File: src/hw/rtl/quaternion_w_rebuild_continuity_core_macros.svh
// Assertion macros used by the rebuild continuity core controller.
// Bodies expect signals named clk and rst_n in the enclosing module.
`ifndef QUATERNION_W_REBUILD_CONTINUITY_CORE_MACROS_SVH
`define QUATERNION_W_REBUILD_CONTINUITY_CORE_MACROS_SVH
`ifndef SYNTHESIS
// antecedent implies consequent in the same cycle
`define QWRC_ASSERT_IMPL(label, ante, cons) \
  label: assert property (@(posedge clk) disable iff (!rst_n) (ante) |-> (cons)) \
    else $error("qwrc assertion failed");
// antecedent implies consequent in the next cycle
`define QWRC_ASSERT_NEXT(label, ante, cons) \
  label: assert property (@(posedge clk) disable iff (!rst_n) (ante) |=> (cons)) \
    else $error("qwrc assertion failed");
`else
`define QWRC_ASSERT_IMPL(label, ante, cons)
`define QWRC_ASSERT_NEXT(label, ante, cons)
`endif
`endif

File: src/hw/rtl/qwrc_pkg.sv
// Types and constants of the quaternion w rebuild continuity core.
// No dependencies; imported by the controller, datapath and top level.
`default_nettype none

package qwrc_pkg;

  // Squared unit length minus one rounding margin, 32767^2
  localparam logic [31:0] UNIT_REMAINDER = 32'd1073676289;
  // Root iterations, one result bit each
  localparam int unsigned SQRT_STEPS = 16;
  localparam int unsigned CNT_W = $clog2(SQRT_STEPS);
  localparam int unsigned DOT_LANES = 4;

  typedef struct packed {
    logic               first_frame;
    logic               two_lane;
    logic               negate_first;
    logic signed [15:0] lane_x;
    logic signed [15:0] lane_y;
    logic signed [15:0] lane_z;
  } in_t;

  typedef struct packed {
    logic signed [15:0] out_lane0;
    logic signed [15:0] out_lane1;
    logic signed [15:0] out_lane2;
    logic signed [15:0] out_lane3;
  } out_t;

  // Controller to datapath commands
  typedef struct packed {
    logic             load;
    logic             acc_clr;
    logic             acc_add;
    logic             mul_en;
    logic             mul_dot;
    logic             sqrt_init;
    logic             sqrt_step;
    logic             round;
    logic             finish;
    logic [CNT_W-1:0] cnt;
  } ctrl_cmd_t;

  // Datapath to controller status
  typedef struct packed {
    logic two_lane;
  } ctrl_sts_t;

endpackage

`default_nettype wire

File: src/hw/rtl/qwrc_ctrl.sv
// Sequencer of the rebuild core: squares, root iterations, dot product, writeback.
// Depends on qwrc_pkg and the core macro header.
`default_nettype none
`include "quaternion_w_rebuild_continuity_core_macros.svh"

module qwrc_ctrl
  import qwrc_pkg::*;
(
  input  wire logic      clk,
  input  wire logic      rst_n,
  input  wire logic      in_valid,
  output logic           in_stall,
  output logic           out_valid,
  input  wire logic      out_stall,
  input  wire ctrl_sts_t sts,
  output ctrl_cmd_t      cmd
);

  localparam logic [2:0] S_IDLE   = 3'd0;
  localparam logic [2:0] S_SQ     = 3'd1;
  localparam logic [2:0] S_RINIT  = 3'd2;
  localparam logic [2:0] S_ROOT   = 3'd3;
  localparam logic [2:0] S_ROUND  = 3'd4;
  localparam logic [2:0] S_DOT    = 3'd5;
  localparam logic [2:0] S_FINISH = 3'd6;

  localparam logic [CNT_W-1:0] CNT_LAST = CNT_W'(SQRT_STEPS - 1);
  localparam logic [CNT_W-1:0] CNT_DOT  = CNT_W'(DOT_LANES);

  logic [2:0]       state_r, state_nxt;
  logic [CNT_W-1:0] cnt_r, cnt_nxt;
  logic             out_valid_r, out_valid_nxt;
  logic [CNT_W-1:0] n_sq;
  logic             out_free;

  // number of carried lanes to square
  assign n_sq     = sts.two_lane ? CNT_W'(1) : CNT_W'(3);
  assign out_free = !out_valid_r || !out_stall;
  assign in_stall = (state_r != S_IDLE);
  assign out_valid = out_valid_r;

  // next state and commands
  always_comb begin
    state_nxt = state_r;
    cnt_nxt   = cnt_r;
    cmd       = '0;
    cmd.cnt   = cnt_r;
    unique case (state_r)
      S_IDLE: begin
        if (in_valid) begin
          cmd.load    = 1'b1;
          cmd.acc_clr = 1'b1;
          cnt_nxt     = '0;
          state_nxt   = S_SQ;
        end
      end
      S_SQ: begin
        cmd.mul_en  = (cnt_r < n_sq);
        cmd.acc_add = (cnt_r != '0);
        if (cnt_r == n_sq) begin
          cnt_nxt   = '0;
          state_nxt = S_RINIT;
        end else begin
          cnt_nxt = cnt_r + CNT_W'(1);
        end
      end
      S_RINIT: begin
        cmd.sqrt_init = 1'b1;
        cmd.acc_clr   = 1'b1;
        cnt_nxt       = '0;
        state_nxt     = S_ROOT;
      end
      S_ROOT: begin
        cmd.sqrt_step = 1'b1;
        if (cnt_r == CNT_LAST) begin
          cnt_nxt   = '0;
          state_nxt = S_ROUND;
        end else begin
          cnt_nxt = cnt_r + CNT_W'(1);
        end
      end
      S_ROUND: begin
        cmd.round = 1'b1;
        cnt_nxt   = '0;
        state_nxt = S_DOT;
      end
      S_DOT: begin
        cmd.mul_dot = 1'b1;
        cmd.mul_en  = (cnt_r < CNT_DOT);
        cmd.acc_add = (cnt_r != '0);
        if (cnt_r == CNT_DOT) begin
          cnt_nxt   = '0;
          state_nxt = S_FINISH;
        end else begin
          cnt_nxt = cnt_r + CNT_W'(1);
        end
      end
      S_FINISH: begin
        if (out_free) begin
          cmd.finish = 1'b1;
          state_nxt  = S_IDLE;
        end
      end
      default: begin
        state_nxt = S_IDLE;
      end
    endcase
  end

  // output valid: set on writeback, cleared when taken
  always_comb begin
    priority if (cmd.finish) begin
      out_valid_nxt = 1'b1;
    end else if (!out_stall) begin
      out_valid_nxt = 1'b0;
    end else begin
      out_valid_nxt = out_valid_r;
    end
  end

  always_ff @(posedge clk) begin
    if (!rst_n) begin
      state_r     <= S_IDLE;
      cnt_r       <= '0;
      out_valid_r <= 1'b0;
    end else begin
      state_r     <= state_nxt;
      cnt_r       <= cnt_nxt;
      out_valid_r <= out_valid_nxt;
    end
  end

  `QWRC_ASSERT_IMPL(a_no_overwrite, cmd.finish, !(out_valid_r && out_stall))
  `QWRC_ASSERT_NEXT(a_load_starts_sq, in_valid && !in_stall, state_r == S_SQ && cnt_r == '0)
  `QWRC_ASSERT_NEXT(a_root_len, state_r == S_ROOT && cnt_r == CNT_LAST, state_r == S_ROUND)
  `QWRC_ASSERT_IMPL(a_valid_from_finish, $rose(out_valid_r), $past(cmd.finish))

endmodule

`default_nettype wire

File: src/hw/rtl/qwrc_datapath.sv
// Datapath of the rebuild core: shared multiplier, accumulator, root unit, frame state.
// Depends on qwrc_pkg.
`default_nettype none

module qwrc_datapath
  import qwrc_pkg::*;
(
  input  wire logic      clk,
  input  wire logic      rst_n,
  input  wire in_t       in_data,
  input  wire ctrl_cmd_t cmd,
  output ctrl_sts_t      sts,
  output out_t           out_data
);

  in_t                in_r;
  logic signed [31:0] prod_r;
  logic signed [33:0] acc_r;
  logic [31:0]        v_r;
  logic [31:0]        res_r;
  logic [15:0]        root_r;
  logic [15:0]        prev_r [DOT_LANES];
  out_t               out_r;

  logic [15:0]        lane_sq [4];
  logic [15:0]        frame   [DOT_LANES];
  logic signed [15:0] mul_a, mul_b;
  logic [31:0]        rem;
  logic               rem_ok;
  logic [4:0]         shamt;
  logic [31:0]        bit_w, trial;
  logic               neg;

  assign sts.two_lane = in_r.two_lane;
  assign out_data     = out_r;

  // carried lanes for squaring; unused slot reads zero
  assign lane_sq[0] = in_r.lane_x;
  assign lane_sq[1] = in_r.lane_y;
  assign lane_sq[2] = in_r.lane_z;
  assign lane_sq[3] = '0;

  // uncorrected frame with the rebuilt lane in place
  assign frame[0] = in_r.lane_x;
  assign frame[1] = in_r.two_lane ? root_r : in_r.lane_y;
  assign frame[2] = in_r.two_lane ? 16'd0 : in_r.lane_z;
  assign frame[3] = in_r.two_lane ? 16'd0 : root_r;

  // shared multiplier operand select
  always_comb begin
    if (cmd.mul_dot) begin
      mul_a = prev_r[cmd.cnt[1:0]];
      mul_b = frame[cmd.cnt[1:0]];
    end else begin
      mul_a = lane_sq[cmd.cnt[1:0]];
      mul_b = lane_sq[cmd.cnt[1:0]];
    end
  end

  // remainder under the root; not positive gives root zero
  assign rem    = UNIT_REMAINDER - acc_r[31:0];
  assign rem_ok = (rem != 32'd0) && !rem[31];

  // root iteration: bit weight 4^(15-cnt)
  assign shamt = 5'd30 - {cmd.cnt, 1'b0};
  assign bit_w = 32'd1 << shamt;
  assign trial = res_r + bit_w;

  // continuity decision
  assign neg = in_r.first_frame ? in_r.negate_first : acc_r[33];

  always_ff @(posedge clk) begin
    if (cmd.load) begin
      in_r <= in_data;
    end
    if (cmd.mul_en) begin
      prod_r <= mul_a * mul_b;
    end
    priority if (cmd.acc_clr) begin
      acc_r <= '0;
    end else if (cmd.acc_add) begin
      acc_r <= acc_r + 34'(prod_r);
    end
    priority if (cmd.sqrt_init) begin
      v_r   <= rem_ok ? rem : 32'd0;
      res_r <= '0;
    end else if (cmd.sqrt_step) begin
      if (v_r >= trial) begin
        v_r   <= v_r - trial;
        res_r <= (res_r >> 1) + bit_w;
      end else begin
        res_r <= res_r >> 1;
      end
    end
    // round to nearest: remainder above root means bump
    if (cmd.round) begin
      root_r <= res_r[15:0] + {15'd0, (v_r > res_r)};
    end
    if (cmd.finish) begin
      out_r.out_lane0 <= neg ? -frame[0] : frame[0];
      out_r.out_lane1 <= neg ? -frame[1] : frame[1];
      out_r.out_lane2 <= neg ? -frame[2] : frame[2];
      out_r.out_lane3 <= neg ? -frame[3] : frame[3];
    end
  end

  // previous corrected frame, zero after reset
  always_ff @(posedge clk) begin
    if (!rst_n) begin
      for (int i = 0; i < DOT_LANES; i++) begin
        prev_r[i] <= '0;
      end
    end else if (cmd.finish) begin
      for (int i = 0; i < DOT_LANES; i++) begin
        prev_r[i] <= neg ? -frame[i] : frame[i];
      end
    end
  end

endmodule

`default_nettype wire

File: src/hw/rtl/quaternion_w_rebuild_continuity_core.sv
// Top level of the quaternion w rebuild core with sign continuity.
// Depends on qwrc_pkg, qwrc_ctrl and qwrc_datapath.
//
//   channel  direction  payload  handshake
//   in_      input      in_t     in_valid / in_stall
//   out_     output     out_t    out_valid / out_stall
//
// From acceptance to the result register, in four-lane and two-lane mode,
// the 16-step root iteration dominates the time of a frame, plus one shared
// 16x16 multiplier for the squares and the 4-lane dot product.
// The next frame is taken in the cycle after writeback. rst_n is synchronous;
// it clears the sequencer, output valid and the stored previous frame. A new
// frame is taken while a result waits; writeback holds while out_stall keeps
// the earlier result in the output register.
`default_nettype none

module quaternion_w_rebuild_continuity_core
  import qwrc_pkg::*;
(
  input  wire logic clk,
  input  wire logic rst_n,
  input  wire logic in_valid,
  output logic      in_stall,
  input  wire in_t  in_data,
  output logic      out_valid,
  input  wire logic out_stall,
  output out_t      out_data
);

  ctrl_cmd_t cmd;
  ctrl_sts_t sts;

  qwrc_ctrl u_ctrl (
    .clk       (clk),
    .rst_n     (rst_n),
    .in_valid  (in_valid),
    .in_stall  (in_stall),
    .out_valid (out_valid),
    .out_stall (out_stall),
    .sts       (sts),
    .cmd       (cmd)
  );

  qwrc_datapath u_datapath (
    .clk      (clk),
    .rst_n    (rst_n),
    .in_data  (in_data),
    .cmd      (cmd),
    .sts      (sts),
    .out_data (out_data)
  );

endmodule

`default_nettype wire

File: config.mk
export PLATFORM = sky130hd
export DESIGN_NAME = quaternion_w_rebuild_continuity_core
export DESIGN_NICKNAME = d
export VERILOG_FILES = /design/src/hw/rtl/qwrc_pkg.sv /design/src/hw/rtl/qwrc_ctrl.sv /design/src/hw/rtl/qwrc_datapath.sv /design/src/hw/rtl/quaternion_w_rebuild_continuity_core.sv
export VERILOG_INCLUDE_DIRS = /design/src /design/src/hw/rtl
export SDC_FILE = /design/constraint.sdc
export NUM_CORES = 2
export LEC_CHECK = 0
export BUFFER_PORTS_ARGS = -buffer_cell sky130_fd_sc_hd__buf_2
export CAP_MARGIN = 20
export CORE_ASPECT_RATIO = 0.5
export CORE_MARGIN = 2
export CORE_UTILIZATION = 35
export CTS_CLUSTER_SIZE = 12
export DETAILED_ROUTE_END_ITERATION = 6
export PLACE_DENSITY = 0.58
export SLEW_MARGIN = 20
export SYNTH_ARGS = -nofsm -noshare
export SYNTH_HDL_FRONTEND = slang
export SYNTH_SLANG_ARGS = --single-unit
File: constraint.sdc
create_clock -name clk -period 8.6 [get_ports clk]
set_clock_uncertainty 0.1 [all_clocks]
set_input_delay 1.72 -clock clk [delete_from_list [all_inputs] [get_ports clk]]
set_output_delay 1.72 -clock clk [all_outputs]
set_load 0.02 [all_outputs]
# Word level (Yosys, flattened, before mapping)
# Memory sizes are Yosys's and may differ from the RTL's. A register that Yosys moved wholly into a read port is not among the register bits.
# Index checks and enable logic that the tools add are counted.
[classes]
n_lt_le_gt_ge = 5
reduce_logical = 16
shifts = 1
bitwise_logic = 5
muxes = 55
add_sub_neg = 12
mul = 1
n_eq_ne = 15
[ops]
columns = ["operator", "count"]
rows = [
  ["$mux 16", 17],
  ["$mux 32", 5],
  ["$bmux 16 s2", 2],
  ["$neg 16->16", 4],
  ["$add 34x32->34", 1],
  ["$add 31x32->32", 1],
  ["$add 32x32->32", 1],
  ["$ge 32x32->1", 1],
  ["$gt 32x32->1", 1],
  ["$mul 16x16->32", 1],
  ["$reduce_bool 32->1", 1],
  ["$shl 1x5->32 const A", 1],
  ["$sub 30x32->32 const A", 1],
  ["$sub 32x32->32", 1],
  ["$pmux 3 s7", 1],
  ["$pmux 4 s5", 1],
  ["$add 16x1->16", 1],
  ["$mux 4", 4],
  ["$mux 3", 5],
  ["$mux 1", 14],
  ["$ne 2x1->1 const B", 5],
  ["$eq 3x3->1 const B", 3],
  ["$mux 2", 4],
  ["$eq 3x2->1 const B", 2],
  ["25 further kinds", 32],
]
[word_totals]
regBits = 269
mem_count = 1
input_bits = 55
ram_bits = 64
output_inout_bits = 66
[memory_table]
columns = ["memory", "depth", "word_bits", "rd", "rd_ports_with_merged_regs", "wr", "line_no", "text"]
rows = [
  ["u_datapath.prev_r", 4, 16, 1, 1, 4, "qwrc_datapath.sv:22", "logic [15:0] prev_r [DOT_LANES];"],
]

# Depth between registers and ports, before layout
[logic_depth]
word_depth = 8
mapped_depth = 33
ltp_nobuf = 30

# Hierarchy
# From an unflattened synthesis, not the netlist that was laid out.
[hier_totals]
hier_cells = 3329
area_unflattened_um2 = 31489.0
[modules_own_cells]
columns = ["mod", "seq_area_each_um2", "n_inst", "area_per_inst_um2", "cells_each"]
rows = [
  ["qwrc_datapath", 9098.7, 1, 30867.1, 3251],
  ["qwrc_ctrl", 160.2, 1, 621.8, 78],
]

# Worst setup path before layout
# Ideal clock, no wire load.
[synth_path]
kind = "reg-to-reg"
startpoint = "register u_datapath.in_r (netlist bit u_datapath.sts)"
endpoint = "register u_datapath.prod_r[31] (data pin)"
n_path_buf = 3
path_stages_with_launch = 32
t_arrival_ns = 7.331
setup_ns = 0.260
synth_period_minus_slack_ns = 7.691
slack_ns = 0.909
cell_sequence = "edfxtp_1 clkbuf_1 clkbuf_1 mux2i_1 nand2_1 o21ai_0 o22ai_1 o21ai_1 clkbuf_1 nor2_1 fa_1 inv_1 fa_1 fa_1 inv_1 fa_1 fa_1 inv_1 fa_1 inv_1 ha_1 a21oi_1 a21boi_0 o21a_1 o32ai_1 nor3_1 nor2_1 o21ai_0 o31ai_1 nand2b_1 a21oi_1 xnor2_1"
[synth_between]
elab_chain_len = 6
word_cells_on_any_way = 8
cone_classes = "1 x mul; 7 x mux"
[synth_rtl]
columns = ["item", "line_no", "text"]
rows = [
  ["start, declared", "qwrc_datapath.sv:16", "in_t in_r;"],
  ["start signal, assigned", "qwrc_datapath.sv:74", "in_r <= in_data;"],
  ["$mux 16 (on tied branches)", "qwrc_datapath.sv:47, qwrc_datapath.sv:45, qwrc_datapath.sv:46", ""],
  ["$bmux 16 s2 *", "qwrc_datapath.sv:53", "mul_b = frame[cmd.cnt[1:0]];"],
  ["$mux 16 (implied by the code) * (2 in a row)", "qwrc_datapath.sv:53", ""],
  ["$mux 16 *", "qwrc_datapath.sv:51", "if (cmd.mul_dot) begin"],
  ["$mul 16x16->32 *", "qwrc_datapath.sv:77", "prod_r <= mul_a * mul_b;"],
  ["end signal, assigned", "qwrc_datapath.sv:77", ""],
  ["end, declared", "qwrc_datapath.sv:17", "logic signed [31:0] prod_r;"],
]
# Mark *: on every way between the ends. The rest lies on a longest branch, timed or not. The select of a mux whose other input is x is not followed.
# A chain may end at the register's enable or synchronous reset.

# Final worst setup path
# Ends and elaborated chain as after synthesis.

==> results.ini <==
[cells_and_area]
multi_input_area_um2 = 19800
drive_gt1_frac = 0.0942
register_area_um2 = 9300
nets = 3931
fill_cells = 8749
areaGrowthSynthToFinish_pct = 10.9

[detailed_routing]
routed_wl_mm = 88.8
first_pass_iters = 5
vias_per_cell = 5.24
via_count = 24052
drt_iter0_markers = 1998
ant_nets = 0
route.detailed.drc = 0
wl_per_cell_um = 19.3

[setup_path]
crit_family = adder cells
rrSetupSlack_ps = 700
worst_path_max_delay_cell = o21a_1
cp-end-kind = flip-flop
critPathLaunchType = flip-flop
reg2reg_from = u_datapath.sts
critPathBufInv = 6
r2r_end = u_datapath.prod_r[31]
worstSetupPathType = reg -> reg
cp.arrival_ps = 8150
cp-startpoint = u_datapath.sts
cpPeakStageDelay_ps = 560
critPathMaxFanout = 58
reg2regPathDepth = 30
required_ps = 8850

[job]
cap_violations = 0

[cts]
clk_pin_slew_worst_paths_ps = 60
h-tree-depth = 2
cts_tree = yes
clockBufferDepth = 3
clock_latency_ps = 620
root_buffer = clkbuf_16
numCtsBuffers = 38
clock-sinks = 335

[logic_synthesis]
ys_seq_area_frac = 0.299
netlist_instances = 3264
synth_compound_area_frac = 0.127
async_flop_share = 0
synth_ff_type = edfxtp_1
synth_top_family_by_area = adder cells
muxShareOfSynthArea = 0.0303
synthSimpleGateAreaFrac = 0.149
ys_ff_latch = 335
synth_area_per_cell_um2 = 9.53
synth_xor_area_frac = 0.0679
netlist_area_um2 = 31100
synth.distinct_cells = 86
synth_fa_ha_area_frac = 0.261
syn-num-nets = 3810
synth_edf_count = 259
ys.warnings.count = 0

[timing]
hold_violations = 0
period_share = 0.919
worst_slew_pin_slew_ps = 979
setup_tns_ps = 0
fmax_mhz = 127
setup_viol = 0
maxSlewViolCount = 0
rsz0062_at_grt = no
maxSlewHeadroom = 0.347
finalCriticalPeriod_ps = 7900

[floorplan]
core_um2 = 88200
rows = 77
fp.dieH_um = 215
dieArea_um2 = 91400
io-pin-count = 121
start_util = 0.353
chipWidth_um = 426

[worst_hold_path]
holdCritStartpoint = u_datapath.acc_r[0]
hold_path.class = reg -> reg
min_to = u_datapath.acc_r[0]
hold_depth = 2

[run_status]
status = finished clean

[global_routing]
antenna_found_initial = 3
track_usage = 0.195
grt_overflow_total = 0
grt_max_degree = 78
grt_pass1_wl_mm = 138
first_global_vias = 24157

[placement]
port_buffers = 120
place_congestion = 0.910
dp_hpwl_mm = 71.2

-- tightest hold or removal path: cells and delay by family (launching register included) --
kind	cells	cell delay, ps
AO/OA/AOI/OAI	1	60
AND/OR/NAND/NOR	1	60
flip-flops	1	320
-- state kept, by name, summed over array words and instances (netlist names), named ones only --
| name | flops |
|---|---|
| u_datapath.prev_r | 64 |
| u_ctrl.out_valid | 1 |
| u_datapath.in_r | 34 |
| u_datapath.out_data | 64 |
| u_datapath.sts | 1 |
| u_ctrl.state_r | 3 |
| u_datapath.v_r | 32 |
| u_datapath.frame | 16 |
| u_datapath.res_r | 32 |
| u_datapath.acc_r | 34 |
| u_ctrl.cnt_r | 4 |
| u_datapath.root_r | 16 |
| u_datapath.prod_r | 32 |
-- layer usage --
metal / vias up / part of all wire / track usage
li1: 11336 / - / -
met1: 11863 / 0.45 / 0.268
met2: 719 / 0.45 / 0.302
met3: 132 / 0.077 / 0.0482
met4: 2 / 0.026 / 0.0576
met5: - / 0.00015 / 0
-- cell usage after synthesis (22+ instances only) --
cell type | n | area (µm²)
fa_1 | 264 | 5290
o21a_1 | 28 | 210
and2_1 | 68 | 425
xnor2_1 | 163 | 1430
nor3_1 | 47 | 235
o31ai_1 | 24 | 180
nand3_1 | 47 | 235
a21oi_1 | 155 | 776
and3_1 | 28 | 175
a21o_1 | 50 | 375
xor2_1 | 78 | 683
clkbuf_1 | 94 | 353
nand2b_1 | 43 | 269
a31oi_1 | 37 | 231
nor2b_1 | 46 | 288
nor2_1 | 297 | 1110
edfxtp_1 | 259 | 7780
nand4_1 | 22 | 138
mux2i_1 | 57 | 571
a22o_1 | 24 | 210
nand2_1 | 313 | 1170
ha_1 | 227 | 2840
o21ai_0 | 99 | 495
o22ai_1 | 46 | 288
dfxtp_1 | 76 | 1520
inv_1 | 411 | 1540
-- timing repair --
item | in CTS | in global routing
hold buffers | 0 | 0
endpoints found under the setup margin | 0 | 1
gates resized for setup | 0 | 3
buffers inserted | 0 | 2
-- how the worst max path moves through the flow --
stage | slack, ps | endpoint | cells after the start
4_1_cts | 600 | u_datapath.prod_r[31] | 27
6_report | 700 | u_datapath.prod_r[31] | 30
3_3_place_gp | 700 | u_datapath.prod_r[31] | 27
2_1_floorplan | 910 | u_datapath.prod_r[31] | 31
3_5_place_dp | 600 | u_datapath.prod_r[31] | 27
5_1_grt | 40 | u_datapath.prod_r[31] | 28
-- per-stage QoR --
step	hold slack (ps)	cell area [µm²]	setup WS [ps]	std cells	utilization
3_5_place_dp	376	33300	603	4528	0.378
2_1_floorplan	354	31100	909	3264	-
4_1_cts	385	34500	601	4591	0.391
3_3_place_gp	366	33300	699	4528	0.378
6_report	392	34500	696	4594	0.391
5_1_grt	427	34500	40.6	4594	0.391
-- logic make-up after synthesis --
group | count (synthesis)
AND/OR/NAND/NOR | 985
flip-flops | 335
AO/OA/AOI/OAI | 610
buffers and inverters | 528
adder cells (fa/ha/maj) | 491
XOR/XNOR | 241
multiplexers | 74
-- layout make-up --
class                           instances  area share
Tap cell                             1185      0.0430
Antenna cell                            1   0.0000726
Clock buffer                           44      0.0282
Clock inverter                         19     0.00421
Sequential cell                       335       0.270
Timing Repair Buffer                  198      0.0355
Inverter                              411      0.0447
Multi-Input combinational cell       2401       0.575
-- placed cells by master, fill, tap and decap left out, types with 17 or more instances in the layout --
master	synthesis	routed
xor2_1	78	78
nand3_1	47	47
o21a_1	28	27
and3_1	28	28
edfxtp_1	259	259
a21o_1	50	50
a31oi_1	37	37
fa_1	264	264
o211ai_1	21	21
o21ai_1	20	21
ha_1	227	227
clkbuf_16	0	38
nor2_1	297	295
nand2_1	313	312
nor3_1	47	47
buf_4	2	75
o21bai_1	21	21
inv_1	411	411
dfxtp_1	76	74
xnor2_1	163	163
and2_1	68	68
nand2b_1	43	42
o21ai_0	99	97
nor2b_1	46	45
a211oi_1	17	17
a21oi_1	155	153
buf_2	6	120
o22ai_1	46	46
mux2i_1	57	56
nand4_1	22	22
o31ai_1	24	24
a22o_1	24	24
Power is not shown: default switching activity piles up to over one toggle a cycle in this logic, so the estimate is an artifact.
